`src/hdl/pes_pkg.sv`:
```
`timescale 1ns / 1ps

package pes_pkg;

  // Default sample width: phase, shape, mod and the output sample.
  localparam int SAMPLE_BITS_DEF = 16;

  // Which segment of the waveform a sample falls into.
  typedef logic [1:0] cls_t;
  localparam cls_t CLS_LOW    = 2'd0;  // at or past the pulse width
  localparam cls_t CLS_ATTACK = 2'd1;  // concave rise at the start of the pulse
  localparam cls_t CLS_DECAY  = 2'd2;  // convex fall at the end of the pulse
  localparam cls_t CLS_HIGH   = 2'd3;  // plateau between the ramps

  // Control that travels with each pipeline slot from stage 7 on.
  typedef struct packed {
    logic valid;
    cls_t cls;
  } tag_t;

endpackage

```
`src/hdl/pes_divider.sv`:
```
`timescale 1ns / 1ps

// Pipelined restoring divider, one quotient bit per stage.
// Computes (num << W) / den for num < den, so the quotient fits in W bits.
module pes_divider #(
  parameter int W = pes_pkg::SAMPLE_BITS_DEF
) (
  input  logic            clk,
  input  logic            rst_n,
  input  logic            en,
  input  pes_pkg::tag_t   tag_in,
  input  logic [W-1:0]    num_in,
  input  logic [W-1:0]    den_in,
  output pes_pkg::tag_t   tag_out,
  output logic [W-1:0]    quo_out
);
  import pes_pkg::*;

  tag_t         tag_r [W];
  logic [W-1:0] rem_r [W];
  logic [W-1:0] quo_r [W];
  logic [W-1:0] den_r [W];

  for (genvar k = 0; k < W; k++) begin : g_stage
    tag_t         tag_src;
    logic [W-1:0] rem_src;
    logic [W-1:0] quo_src;
    logic [W-1:0] den_src;
    logic [W:0]   trial;
    logic [W:0]   diff;

    if (k == 0) begin : g_first
      assign tag_src = tag_in;
      assign rem_src = num_in;
      assign quo_src = '0;
      assign den_src = den_in;
    end else begin : g_next
      assign tag_src = tag_r[k-1];
      assign rem_src = rem_r[k-1];
      assign quo_src = quo_r[k-1];
      assign den_src = den_r[k-1];
    end

    assign trial = {rem_src, 1'b0};
    assign diff  = trial - {1'b0, den_src};

    always_ff @(posedge clk) begin
      if (!rst_n) begin
        tag_r[k] <= '0;
      end else if (en) begin
        tag_r[k] <= tag_src;
      end
    end

    // A clear sign bit means the shifted remainder reached the divisor.
    always_ff @(posedge clk) begin
      if (en) begin
        rem_r[k] <= diff[W] ? trial[W-1:0] : diff[W-1:0];
        quo_r[k] <= {quo_src[W-2:0], ~diff[W]};
        den_r[k] <= den_src;
      end
    end
  end

  assign tag_out = tag_r[W-1];
  assign quo_out = quo_r[W-1];

endmodule

```
`src/hdl/pwm_envelope_shaper.sv`:
```
`timescale 1ns / 1ps

// Channel  Direction  Beat contents (lowest bits first)
// in_      slave      phase, shape_value, mod_value (SAMPLE_BITS each, zero padded)
// out_     master     sample (SAMPLE_BITS, zero padded)
//
// One beat is taken every clock cycle while in_tready is high. A result passes
// the stage registers, the quotient divider, which resolves one quotient bit per
// pipeline stage, the square stage and the output register.
// rst_n is synchronous and active low; it clears only the valid bits and the slot tags.
// When out_tready is held low the last result sits in the output register and
// one more in a skid register; only then does in_tready drop and the whole
// pipeline freeze, so no beat is lost or repeated.
module pwm_envelope_shaper #(
  parameter int SAMPLE_BITS = pes_pkg::SAMPLE_BITS_DEF
) (
  input  logic clk,
  input  logic rst_n,
  input  logic in_tvalid,
  output logic in_tready,
  // phase, shape_value, mod_value
  input  logic [((3*SAMPLE_BITS+7)/8)*8-1:0] in_tdata,
  output logic out_tvalid,
  input  logic out_tready,
  // sample
  output logic [((SAMPLE_BITS+7)/8)*8-1:0] out_tdata
);
  import pes_pkg::*;

  localparam int B     = SAMPLE_BITS;
  localparam int OUT_W = ((SAMPLE_BITS + 7) / 8) * 8;

  // Constants in phase units (Q0.B), rounded to nearest.
  localparam longint unsigned ONE_L = 64'd1 << B;
  localparam longint unsigned K_L   = (48 * ONE_L + 50) / 100;
  localparam longint unsigned WLO_L = (2 * ONE_L + 50) / 100;
  localparam longint unsigned WHI_L = (98 * ONE_L + 50) / 100;

  localparam logic [B-1:0] K_C    = B'(K_L);
  localparam logic [B-1:0] WLO_C  = B'(WLO_L);
  localparam logic [B-1:0] WHI_C  = B'(WHI_L);
  localparam logic [B-1:0] HALF_C = {1'b1, {(B-1){1'b0}}};  // also the code of -1.0
  localparam logic [B-1:0] SAT_C  = {1'b0, {(B-1){1'b1}}};  // largest positive sample

  // The whole pipeline moves unless the skid register is holding a result.
  logic en;
  logic skid_v_r;
  assign en        = !skid_v_r;
  assign in_tready = en;

  // Input fields.
  logic [B-1:0]        in_phase;
  logic signed [B-1:0] in_shape;
  logic [B-1:0]        in_mod;
  assign in_phase = in_tdata[B-1:0];
  assign in_shape = in_tdata[2*B-1:B];
  assign in_mod   = in_tdata[3*B-1:2*B];

  // Stage 1: shape times 0.48.
  logic signed [B:0]   k_s;
  logic signed [2*B:0] sk_nxt;
  assign k_s    = {1'b0, K_C};
  assign sk_nxt = in_shape * k_s;

  logic                s1_v_r;
  logic [B-1:0]        s1_p_r;
  logic [B-1:0]        s1_m_r;
  logic signed [2*B:0] s1_sk_r;

  // Stage 2: width = 0.5 + shape*0.48, the scaling truncated toward zero, then
  // clamped. The mod magnitude and the attack share (HALF + mod) are formed
  // alongside.
  logic signed [B+1:0] tq;
  logic                round_up;
  logic signed [B+2:0] wi;
  logic [B-1:0]        w_nxt;
  logic [B-1:0]        mag_nxt;
  logic [B-1:0]        hm_nxt;

  assign tq       = s1_sk_r[2*B:B-1];
  assign round_up = s1_sk_r[2*B] & (|s1_sk_r[B-2:0]);
  assign wi       = $signed({3'b000, HALF_C}) + tq + $signed({{(B+2){1'b0}}, round_up});

  always_comb begin
    if (wi < $signed({3'b000, WLO_C})) begin
      w_nxt = WLO_C;
    end else if (wi > $signed({3'b000, WHI_C})) begin
      w_nxt = WHI_C;
    end else begin
      w_nxt = wi[B-1:0];
    end
  end

  assign mag_nxt = s1_m_r[B-1] ? (~s1_m_r + 1'b1) : s1_m_r;
  assign hm_nxt  = {~s1_m_r[B-1], s1_m_r[B-2:0]};

  logic         s2_v_r;
  logic [B-1:0] s2_p_r;
  logic [B-1:0] s2_w_r;
  logic [B-1:0] s2_mag_r;
  logic [B-1:0] s2_hm_r;

  // Stage 3: |mod| times width; the gate test runs in parallel.
  logic [2*B-1:0] mw_nxt;
  assign mw_nxt = s2_mag_r * s2_w_r;

  logic           s3_v_r;
  logic [B-1:0]   s3_p_r;
  logic [B-1:0]   s3_w_r;
  logic [B-1:0]   s3_hm_r;
  logic [2*B-1:0] s3_mw_r;
  logic           s3_gate_r;

  // Stage 4: the ramp length is never above the width, so it fits in B bits.
  logic [B-1:0]   ramp_nxt;
  logic [2*B-1:0] ra_nxt;
  assign ramp_nxt = s3_mw_r[2*B-2:B-1];
  assign ra_nxt   = ramp_nxt * s3_hm_r;

  logic           s4_v_r;
  logic [B-1:0]   s4_p_r;
  logic [B-1:0]   s4_w_r;
  logic [B-1:0]   s4_ramp_r;
  logic [2*B-1:0] s4_ra_r;
  logic           s4_gate_r;

  // Stage 5: split the ramp into attack and decay lengths.
  logic [B-1:0] attack_nxt;
  logic [B-1:0] decay_nxt;
  assign attack_nxt = s4_ra_r[2*B-1:B];
  assign decay_nxt  = s4_ramp_r - attack_nxt;

  logic         s5_v_r;
  logic [B-1:0] s5_p_r;
  logic [B-1:0] s5_w_r;
  logic [B-1:0] s5_attack_r;
  logic [B-1:0] s5_decay_r;
  logic         s5_gate_r;

  // Stage 6: start of the decay, and whether the phase is still in the attack.
  logic [B-1:0] pe_nxt;
  assign pe_nxt = s5_w_r - s5_decay_r;

  logic         s6_v_r;
  logic [B-1:0] s6_p_r;
  logic [B-1:0] s6_pe_r;
  logic [B-1:0] s6_attack_r;
  logic [B-1:0] s6_decay_r;
  logic         s6_gate_r;
  logic         s6_att_r;

  // Stage 7: pick the segment and set up the shared division. Only the ramp
  // segments use the quotient, and a zero-length segment is never chosen.
  tag_t         tag_nxt;
  logic [B-1:0] num_nxt;
  logic [B-1:0] den_nxt;

  always_comb begin
    tag_nxt.valid = s6_v_r;
    num_nxt       = s6_p_r;
    den_nxt       = s6_attack_r;
    if (s6_gate_r) begin
      tag_nxt.cls = CLS_LOW;
    end else if (s6_att_r) begin
      tag_nxt.cls = CLS_ATTACK;
    end else if (s6_p_r >= s6_pe_r) begin
      tag_nxt.cls = CLS_DECAY;
      num_nxt     = s6_p_r - s6_pe_r;
      den_nxt     = s6_decay_r;
    end else begin
      tag_nxt.cls = CLS_HIGH;
    end
  end

  tag_t         s7_tag_r;
  logic [B-1:0] s7_num_r;
  logic [B-1:0] s7_den_r;

  // Divider: B stages.
  tag_t         div_tag;
  logic [B-1:0] div_quo;

  pes_divider #(
    .W(B)
  ) u_div (
    .clk     (clk),
    .rst_n   (rst_n),
    .en      (en),
    .tag_in  (s7_tag_r),
    .num_in  (s7_num_r),
    .den_in  (s7_den_r),
    .tag_out (div_tag),
    .quo_out (div_quo)
  );

  // Square stage: both ramps square (1 - quotient). A zero quotient stands for
  // a full-scale term and is flagged instead of squared.
  logic [B-1:0]   dq;
  logic [2*B-1:0] sq_nxt;
  assign dq     = ~div_quo + 1'b1;
  assign sq_nxt = dq * dq;

  tag_t           pa_tag_r;
  logic           pa_zero_r;
  logic [2*B-1:0] pa_sq_r;

  // Final mapping to Q1.(B-1). A level of +1 saturates.
  logic [B-1:0] hi;
  logic [B-1:0] sample_nxt;
  assign hi = pa_sq_r[2*B-1:B];

  always_comb begin
    unique case (pa_tag_r.cls)
      CLS_LOW: begin
        sample_nxt = HALF_C;
      end
      CLS_HIGH: begin
        sample_nxt = SAT_C;
      end
      CLS_ATTACK: begin
        // Level 1 - hi, i.e. HALF - hi in sample codes.
        if (pa_zero_r) begin
          sample_nxt = HALF_C;
        end else if (hi == '0) begin
          sample_nxt = SAT_C;
        end else begin
          sample_nxt = HALF_C - hi;
        end
      end
      CLS_DECAY: begin
        // Level hi - 1, i.e. hi with its top bit flipped.
        if (pa_zero_r) begin
          sample_nxt = SAT_C;
        end else begin
          sample_nxt = {~hi[B-1], hi[B-2:0]};
        end
      end
    endcase
  end

  // Valid bits of the pipeline.
  always_ff @(posedge clk) begin
    if (!rst_n) begin
      s1_v_r   <= 1'b0;
      s2_v_r   <= 1'b0;
      s3_v_r   <= 1'b0;
      s4_v_r   <= 1'b0;
      s5_v_r   <= 1'b0;
      s6_v_r   <= 1'b0;
      s7_tag_r <= '0;
      pa_tag_r <= '0;
    end else if (en) begin
      s1_v_r   <= in_tvalid;
      s2_v_r   <= s1_v_r;
      s3_v_r   <= s2_v_r;
      s4_v_r   <= s3_v_r;
      s5_v_r   <= s4_v_r;
      s6_v_r   <= s5_v_r;
      s7_tag_r <= tag_nxt;
      pa_tag_r <= div_tag;
    end
  end

  // Pipeline payload.
  always_ff @(posedge clk) begin
    if (en) begin
      s1_p_r      <= in_phase;
      s1_m_r      <= in_mod;
      s1_sk_r     <= sk_nxt;

      s2_p_r      <= s1_p_r;
      s2_w_r      <= w_nxt;
      s2_mag_r    <= mag_nxt;
      s2_hm_r     <= hm_nxt;

      s3_p_r      <= s2_p_r;
      s3_w_r      <= s2_w_r;
      s3_hm_r     <= s2_hm_r;
      s3_mw_r     <= mw_nxt;
      s3_gate_r   <= (s2_p_r >= s2_w_r);

      s4_p_r      <= s3_p_r;
      s4_w_r      <= s3_w_r;
      s4_ramp_r   <= ramp_nxt;
      s4_ra_r     <= ra_nxt;
      s4_gate_r   <= s3_gate_r;

      s5_p_r      <= s4_p_r;
      s5_w_r      <= s4_w_r;
      s5_attack_r <= attack_nxt;
      s5_decay_r  <= decay_nxt;
      s5_gate_r   <= s4_gate_r;

      s6_p_r      <= s5_p_r;
      s6_pe_r     <= pe_nxt;
      s6_attack_r <= s5_attack_r;
      s6_decay_r  <= s5_decay_r;
      s6_gate_r   <= s5_gate_r;
      s6_att_r    <= (s5_p_r < s5_attack_r);

      s7_num_r    <= num_nxt;
      s7_den_r    <= den_nxt;

      pa_zero_r   <= (div_quo == '0);
      pa_sq_r     <= sq_nxt;
    end
  end

  // Output register plus skid register. A finished result goes to the skid
  // register only when the output register is full and stalled.
  logic         out_v_r;
  logic [B-1:0] out_d_r;
  logic [B-1:0] skid_d_r;

  always_ff @(posedge clk) begin
    if (!rst_n) begin
      out_v_r  <= 1'b0;
      skid_v_r <= 1'b0;
    end else if (skid_v_r) begin
      if (out_tready) begin
        skid_v_r <= 1'b0;
      end
    end else if (pa_tag_r.valid) begin
      if (out_v_r && !out_tready) begin
        skid_v_r <= 1'b1;
      end else begin
        out_v_r <= 1'b1;
      end
    end else if (out_tready) begin
      out_v_r <= 1'b0;
    end
  end

  always_ff @(posedge clk) begin
    if (skid_v_r) begin
      if (out_tready) begin
        out_d_r <= skid_d_r;
      end
    end else if (pa_tag_r.valid) begin
      if (out_v_r && !out_tready) begin
        skid_d_r <= sample_nxt;
      end else begin
        out_d_r <= sample_nxt;
      end
    end
  end

  assign out_tvalid = out_v_r;
  assign out_tdata  = OUT_W'(out_d_r);

endmodule

```
`config.mk`:
```
export PLATFORM = sky130hd
export DESIGN_NAME = pwm_envelope_shaper
export DESIGN_NICKNAME = d
export VERILOG_FILES = /design/src/hdl/pes_pkg.sv /design/src/hdl/pes_divider.sv /design/src/hdl/pwm_envelope_shaper.sv
export SDC_FILE = /design/constraint.sdc
export NUM_CORES = 2
export LEC_CHECK = 0
export ABC_CLOCK_PERIOD_IN_PS = 69800
export BUFFER_PORTS_ARGS = -buffer_cell sky130_fd_sc_hd__buf_4
export CAP_MARGIN = 20
export CORE_MARGIN = 1.5
export CORE_UTILIZATION = 35
export DETAILED_ROUTE_END_ITERATION = 8
export SLEW_MARGIN = 20
export SYNTH_ARGS = -nofsm -noshare
export SYNTH_HDL_FRONTEND = slang
export SYNTH_HIERARCHICAL = 1
export SYNTH_SLANG_ARGS = --single-unit
```
`constraint.sdc`:
```
create_clock -name clk -period 69.8 [get_ports clk]
set_clock_uncertainty 0.15 [all_clocks]
set_input_delay 13.96 -clock clk [delete_from_list [all_inputs] [get_ports clk]]
set_output_delay 13.96 -clock clk [all_outputs]
set_load 0.005 [all_outputs]
```
* Yosys cells after proc, flatten, opt, wreduce, memory -nomap -nowiden
Memory sizes are Yosys's and may differ from the RTL's. A register that Yosys moved wholly into a read port is not among the register bits.
Index checks and enable logic that the tools add are counted.
** Word-level totals
- Register bits after elaboration :: 528
- RAM bits :: 816
- Output and inout bits :: 18
- Memories :: 4
** Memory list
- u_div.den_r :: words 16, width 16, read ports 15, clocked after Yosys merged registers in 0, wr ports 16, RTL line pes_divider.sv:22 : logic [W-1:0] den_r [W];
- u_div.quo_r :: words 16, width 16, read ports 16, clocked after Yosys merged registers in 0, wr ports 16, RTL line pes_divider.sv:21 : logic [W-1:0] quo_r [W];
- u_div.rem_r :: words 16, width 16, read ports 15, clocked after Yosys merged registers in 0, wr ports 16, RTL line pes_divider.sv:20 : logic [W-1:0] rem_r [W];
- u_div.tag_r :: words 16, width 3, read ports 16, clocked after Yosys merged registers in 1, wr ports 16, RTL line pes_divider.sv:19 : tag_t tag_r [W];
** Cells by class
- $add $sub $neg :: 24
- Multiply operators :: 4
- Magnitude comparators :: 5
- Equality and inequality tests :: 6
- Muxes and demuxes :: 62
- Bitwise gates (word level) :: 38
- Reductions and logical operators :: 15
** Operators with widths (count)
- $mux 16 :: 30
- $sub 17x16->17 :: 16
- $mul 16x16->32 :: 2
- $pmux 16 s4 :: 1
- $mux 3 :: 16
- $sub 16x16->16 :: 3
- $add 16x1->16 const B :: 2
- $ge 16x16->1 :: 2
- $logic_not 16->1 :: 2
- $mul 16x16->32 const B :: 1
- $not 16->16 :: 2
- $mul 16x16->31 :: 1
- $add 19x2->19 :: 1
- $gt 19x17->1 const B :: 1
- $lt 19x12->1 const B :: 1
- $not 1->1 :: 19
- $add 17x17->18 const A :: 1
- $lt 16x16->1 :: 1
- $or 1x1->1 :: 16
- $sub 16x16->16 const A :: 1
- $mux 15 :: 1
- $reduce_or 15->1 :: 1
- $mux 1 :: 12
- $reduce_and 3->1 :: 3
- other kinds (10) :: 18

* Depth between registers and ports, before layout
- Depth after elaboration :: 7
- Depth in mapped cells :: 30

* Hierarchy
The synthesis kept the hierarchy.
** By module, submodules not included
- pwm_envelope_shaper :: instances 1, cells each 4446, area each 47692.0 um^2, sequential area each 14363.8 um^2
- pes_divider :: instances 1, cells each 2902, area each 35943.2 um^2, sequential area each 19939.1 um^2

* Worst setup path before layout
OpenSTA, ideal clock, no wires.
- Path kind :: register to output
- From :: register skid_v_r
- To :: output port in_tready
- Arrival :: 29060 ps
- Setup slack :: 26630 ps
- Cell stages (with the launch flop) :: 3
- Path buffers :: 1
- Cell sequence :: dfxtp_1 inv_1 clkbuf_1
** On the way
- Cells in the longest elaborated chain, start to end :: 1
** Ends and longest elaborated chain
- from (decl) :: RTL line pwm_envelope_shaper.sv:47 : logic skid_v_r;
- from (signal assigned) :: RTL line pwm_envelope_shaper.sv:318 : skid_v_r <= 1'b0;
- from (signal assigned) :: RTL line pwm_envelope_shaper.sv:321 : skid_v_r <= 1'b0;
- from (signal assigned) :: RTL line pwm_envelope_shaper.sv:325 : skid_v_r <= 1'b1;
- $logic_not 1->1 :: RTL line pwm_envelope_shaper.sv:48 : assign en = !skid_v_r;
- to (decl) :: RTL line pwm_envelope_shaper.sv:20 : output logic in_tready,
No other way between the ends.

* Worst setup path after layout
- From :: input port in_tdata[23]
- To :: register, netlist name s1_sk_r[31]
** On the way
- Cells in the longest elaborated chain, start to end :: 1
** Ends and longest elaborated chain
- from (decl) :: RTL line pwm_envelope_shaper.sv:22 : input logic [((3*SAMPLE_BITS+7)/8)*8-1:0] in_tdata,
- $mul 16x16->32 :: RTL line pwm_envelope_shaper.sv:63 : assign sk_nxt = in_shape * k_s;
- via sk_nxt[31] :: RTL line pwm_envelope_shaper.sv:61 : logic signed [2*B:0] sk_nxt;
The timed path passes the listed nets, and every way through them passes these cells.
A chain may end at the register's enable or synchronous reset.

==> results by group <==
Outcome
  • Outcome: complete, no violations

Synthesis
  • EDFF count, synth: between 1000 and 1500
  • Post-Syn Area: between 80000 and 90000 um2
  • Top cells by area, synth: edfxtp_1 (41%), fa_1 (16%), ha_1 (11%)
  • Count leader, synth: inv_1
  • Syn Inst Count: around 7300
  • Yosys warnings: 6
  • Yosys cell types: 97
  • Register area share after synthesis: 41.0%
  • Commonest cells post-synth: inv_1 (1272), edfxtp_1 (1133), ha_1 (738)
  • Area share of the leading cell type in the synthesized netlist: 40.7%
  • Cell type with the largest total area after synthesis: edfxtp_1
  • Synth Flop Type: edfxtp_1
  • Syn Nets: between 8000 and 9000
  • Synthesized area per cell: about 11 um2
  • Synthesized flop and latch total: about 1100
  • Async SR Flop Fraction: 0%

Global route
  • GRT Overall Usage: around 15%
  • Global route overflow: 0
  • Via count of the first global-routing pass: between 50000 and 60000
  • Initial antenna violation count: 1
  • Largest net degree at the start of global routing: 186
  • First-pass GRT wire length: just under 300 mm

STA
  • FMAX: just over 0.05 GHz
  • # setup viols final: 0
  • Setup TNS: 0 ns
  • Rel. slew slack: a little under a quarter
  • Final hold viol count: 0
  • Final Cycle Share: about 28%
  • RSZ-0062 raised after global routing: false
  • Worst slew pin tran: 1.12 ns
  • Final worst path period need: between 15 and 20 ns
  • Pins Over Slew Limit: 0

Final layout
  • N_diodes: 0
  • Area Overhead vs Synth: 9.95%
  • Final nets: 8866
  • Layout cells sized above 1: 7.74%
  • Area occupied by multi-input gates: between 40000 and 50000 um2
  • Storage element area: 34300 um2
  • # fillers: 22900

Clocking
  • Post-CTS sizing: 0
  • Cts hold-fix bufs: 0
  • CTS buffer count: ~120
  • Maximum clock insertion buffer count: 3
  • Worst-path clk slew: roughly 0.06 ns
  • Clk Tree Root Cell: clkbuf_16
  • Worst skew pair latency: approximately 0.79 ns
  • CTS tree: done
  • Clock sink count: about 1100
  • H-tree lvl count: 3
  • Post-CTS Setup Bufs: 0

Critical path
  • CP Class: input pin to flop
  • Reg-to-reg startpoint: u_div/quo_r[1][115]
  • CP cell instances: buf_4, ha_1, ha_1, inv_1, fa_1, inv_1, fa_1, inv_1, fa_1, inv_1, fa_1, ha_1, o21a_1, o21ai_0, o31ai_1, o221ai_1, o21ai_0, o21ai_0, o2111ai_1, a21oi_1, xnor2_1
  • Reg-to-Reg End: pa_sq_r[31]
  • Element type at the critical path end: flop
  • Worst Reg-to-Reg Cells: 24
  • Slowest cell on crit path: o31ai_1
  • Worst Path Max Fanout: 5
  • Crit path DAT: between 15 and 20 ns
  • Worst path required time: between 70 and 80 ns
  • Max stage delay on crit path: between 0.6 and 0.7 ns
  • CP startpoint kind: input pin
  • R2r setup slk: 60.47 ns

Floorplan
  • Io pins: 70
  • Die X: just under 500 um
  • Chip Height: ~490 um
  • Die ar.: around 240000 um2
  • Row count: 179
  • Starting Density: 35.2%
  • Core ar.: ~240000 um2

Route
  • First-pass DRT Iterations: 5
  • Avg WL per Cell: ~17 um
  • Initial DRC Count: about 3200
  • Final wirelength: ~180 mm
  • DRC: 0
  • DR vias/cell: approximately 5
  • Antenna viol nets, final: 0
  • Vias post-DR: around 52000

Placement
  • Final HPWL DP: 134 mm
  • Port Buffers: 69
  • Final Wtd Congestion: approximately 0.84

Worst hold path
  • Hold endpoint: s4_w_r[7]
  • Tightest Hold Check Type: flop to flop
  • Min-delay src: s3_w_r[7]
  • WHS Path Cells: 0

Flow run
  • # Max-Cap Violations: 0
-- layer usage --
layer	vias to the layer above	part of all wire [%]	GRT usage [%]
li1	25100	-	-
met1	25900	43	18.6
met2	1023	50	26.6
met3	270	4.3	2.39
met4	0	2.2	3.51
met5	-	0	0
-- layout make-up --
type / count / share of cell area [%]
clock buffers: 139 / 3.37
clock inverters: 88 / 1.15
inverters: 1280 / 5.23
multi-input cells: 4752 / 47.8
flip-flops and latches: 1147 / 37.3
well taps: 3167 / 4.31
repair buffers: 99 / 0.840
-- logic make-up (layout without fill, tap and decap cells) --
family	count (synthesis)	count (layout)	synth area share, %
and+or+nand+nor	1676	1676	9.68
xor gates and xnor gates	331	331	3.57
adders and majority gates	1413	1413	27.2
muxes	238	238	3.22
buffers and inverters	1449	1606	6.58
AOI/OAI and AO/OA	1094	1094	8.74
DFF	1147	1147	41.0
-- layout by cell type (no fill, tap or decap), types with 31 or more instances in the layout --
cell and n:
inv_1 1271, edfxtp_1 1133, ha_1 738, fa_1 675, nand2_1 574, nor2_1 364
a21oi_1 286, and2_1 211, o21ai_0 199, xnor2_1 195, mux2_2 190, a21o_1 131
clkbuf_16 121, xor2_1 119, o21a_1 98, buf_4 96, nor2b_1 85, and3_1 76
nor3_1 75, nand3_1 75, nand2b_1 56, a211oi_1 41, o31ai_1 40, mux2i_1 31
-- critical path, delay by kind of cell --
family,cells,cell delay [ns]
AOI/OAI and AO/OA,8,2.35
xor gates and xnor gates,1,0.13
adders and majority gates,7,2.99
buffers and inverters,5,0.36
-- worst max path at each step --
stage            startpoint          end  cells past startpoint
3_5_place_dp   in_tdata[23]  s1_sk_r[31]                     21
2_1_floorplan      skid_v_r    in_tready                      2
4_1_cts        in_tdata[23]  s1_sk_r[31]                     21
5_1_grt        in_tdata[23]  s1_sk_r[31]                     21
6_report       in_tdata[23]  s1_sk_r[31]                     21
3_3_place_gp   in_tdata[23]  s1_sk_r[31]                     21
-- metrics by stage --
stage / cell area (um2) / hold slack, ns / instances / setup slack [ns] / util (%)
final: 92000 / 0.230 / 10700 / 50.34 / 38.7
after floorplan: 83600 / 0.250 / 7348 / 26.63 / -
after global routing: 92000 / 0.237 / 10700 / 50.09 / 38.7
after CTS: 91900 / 0.231 / 10700 / 50.34 / 38.7
after global placement: 87700 / 0.251 / 10400 / 49.65 / 36.9
after detailed placement: 87700 / 0.255 / 10400 / 49.56 / 36.9
-- registers in the layout (all words and copies together), names as in the netlist, 32 cells and up --
name and count:
u_div/quo_r 136, u_div/tag_r 48, s1_sk_r 32, u_div/den_r 240, u_div/rem_r 240
Power is not shown: default switching activity piles up to over one toggle a cycle in this logic, so the estimate is an artifact.
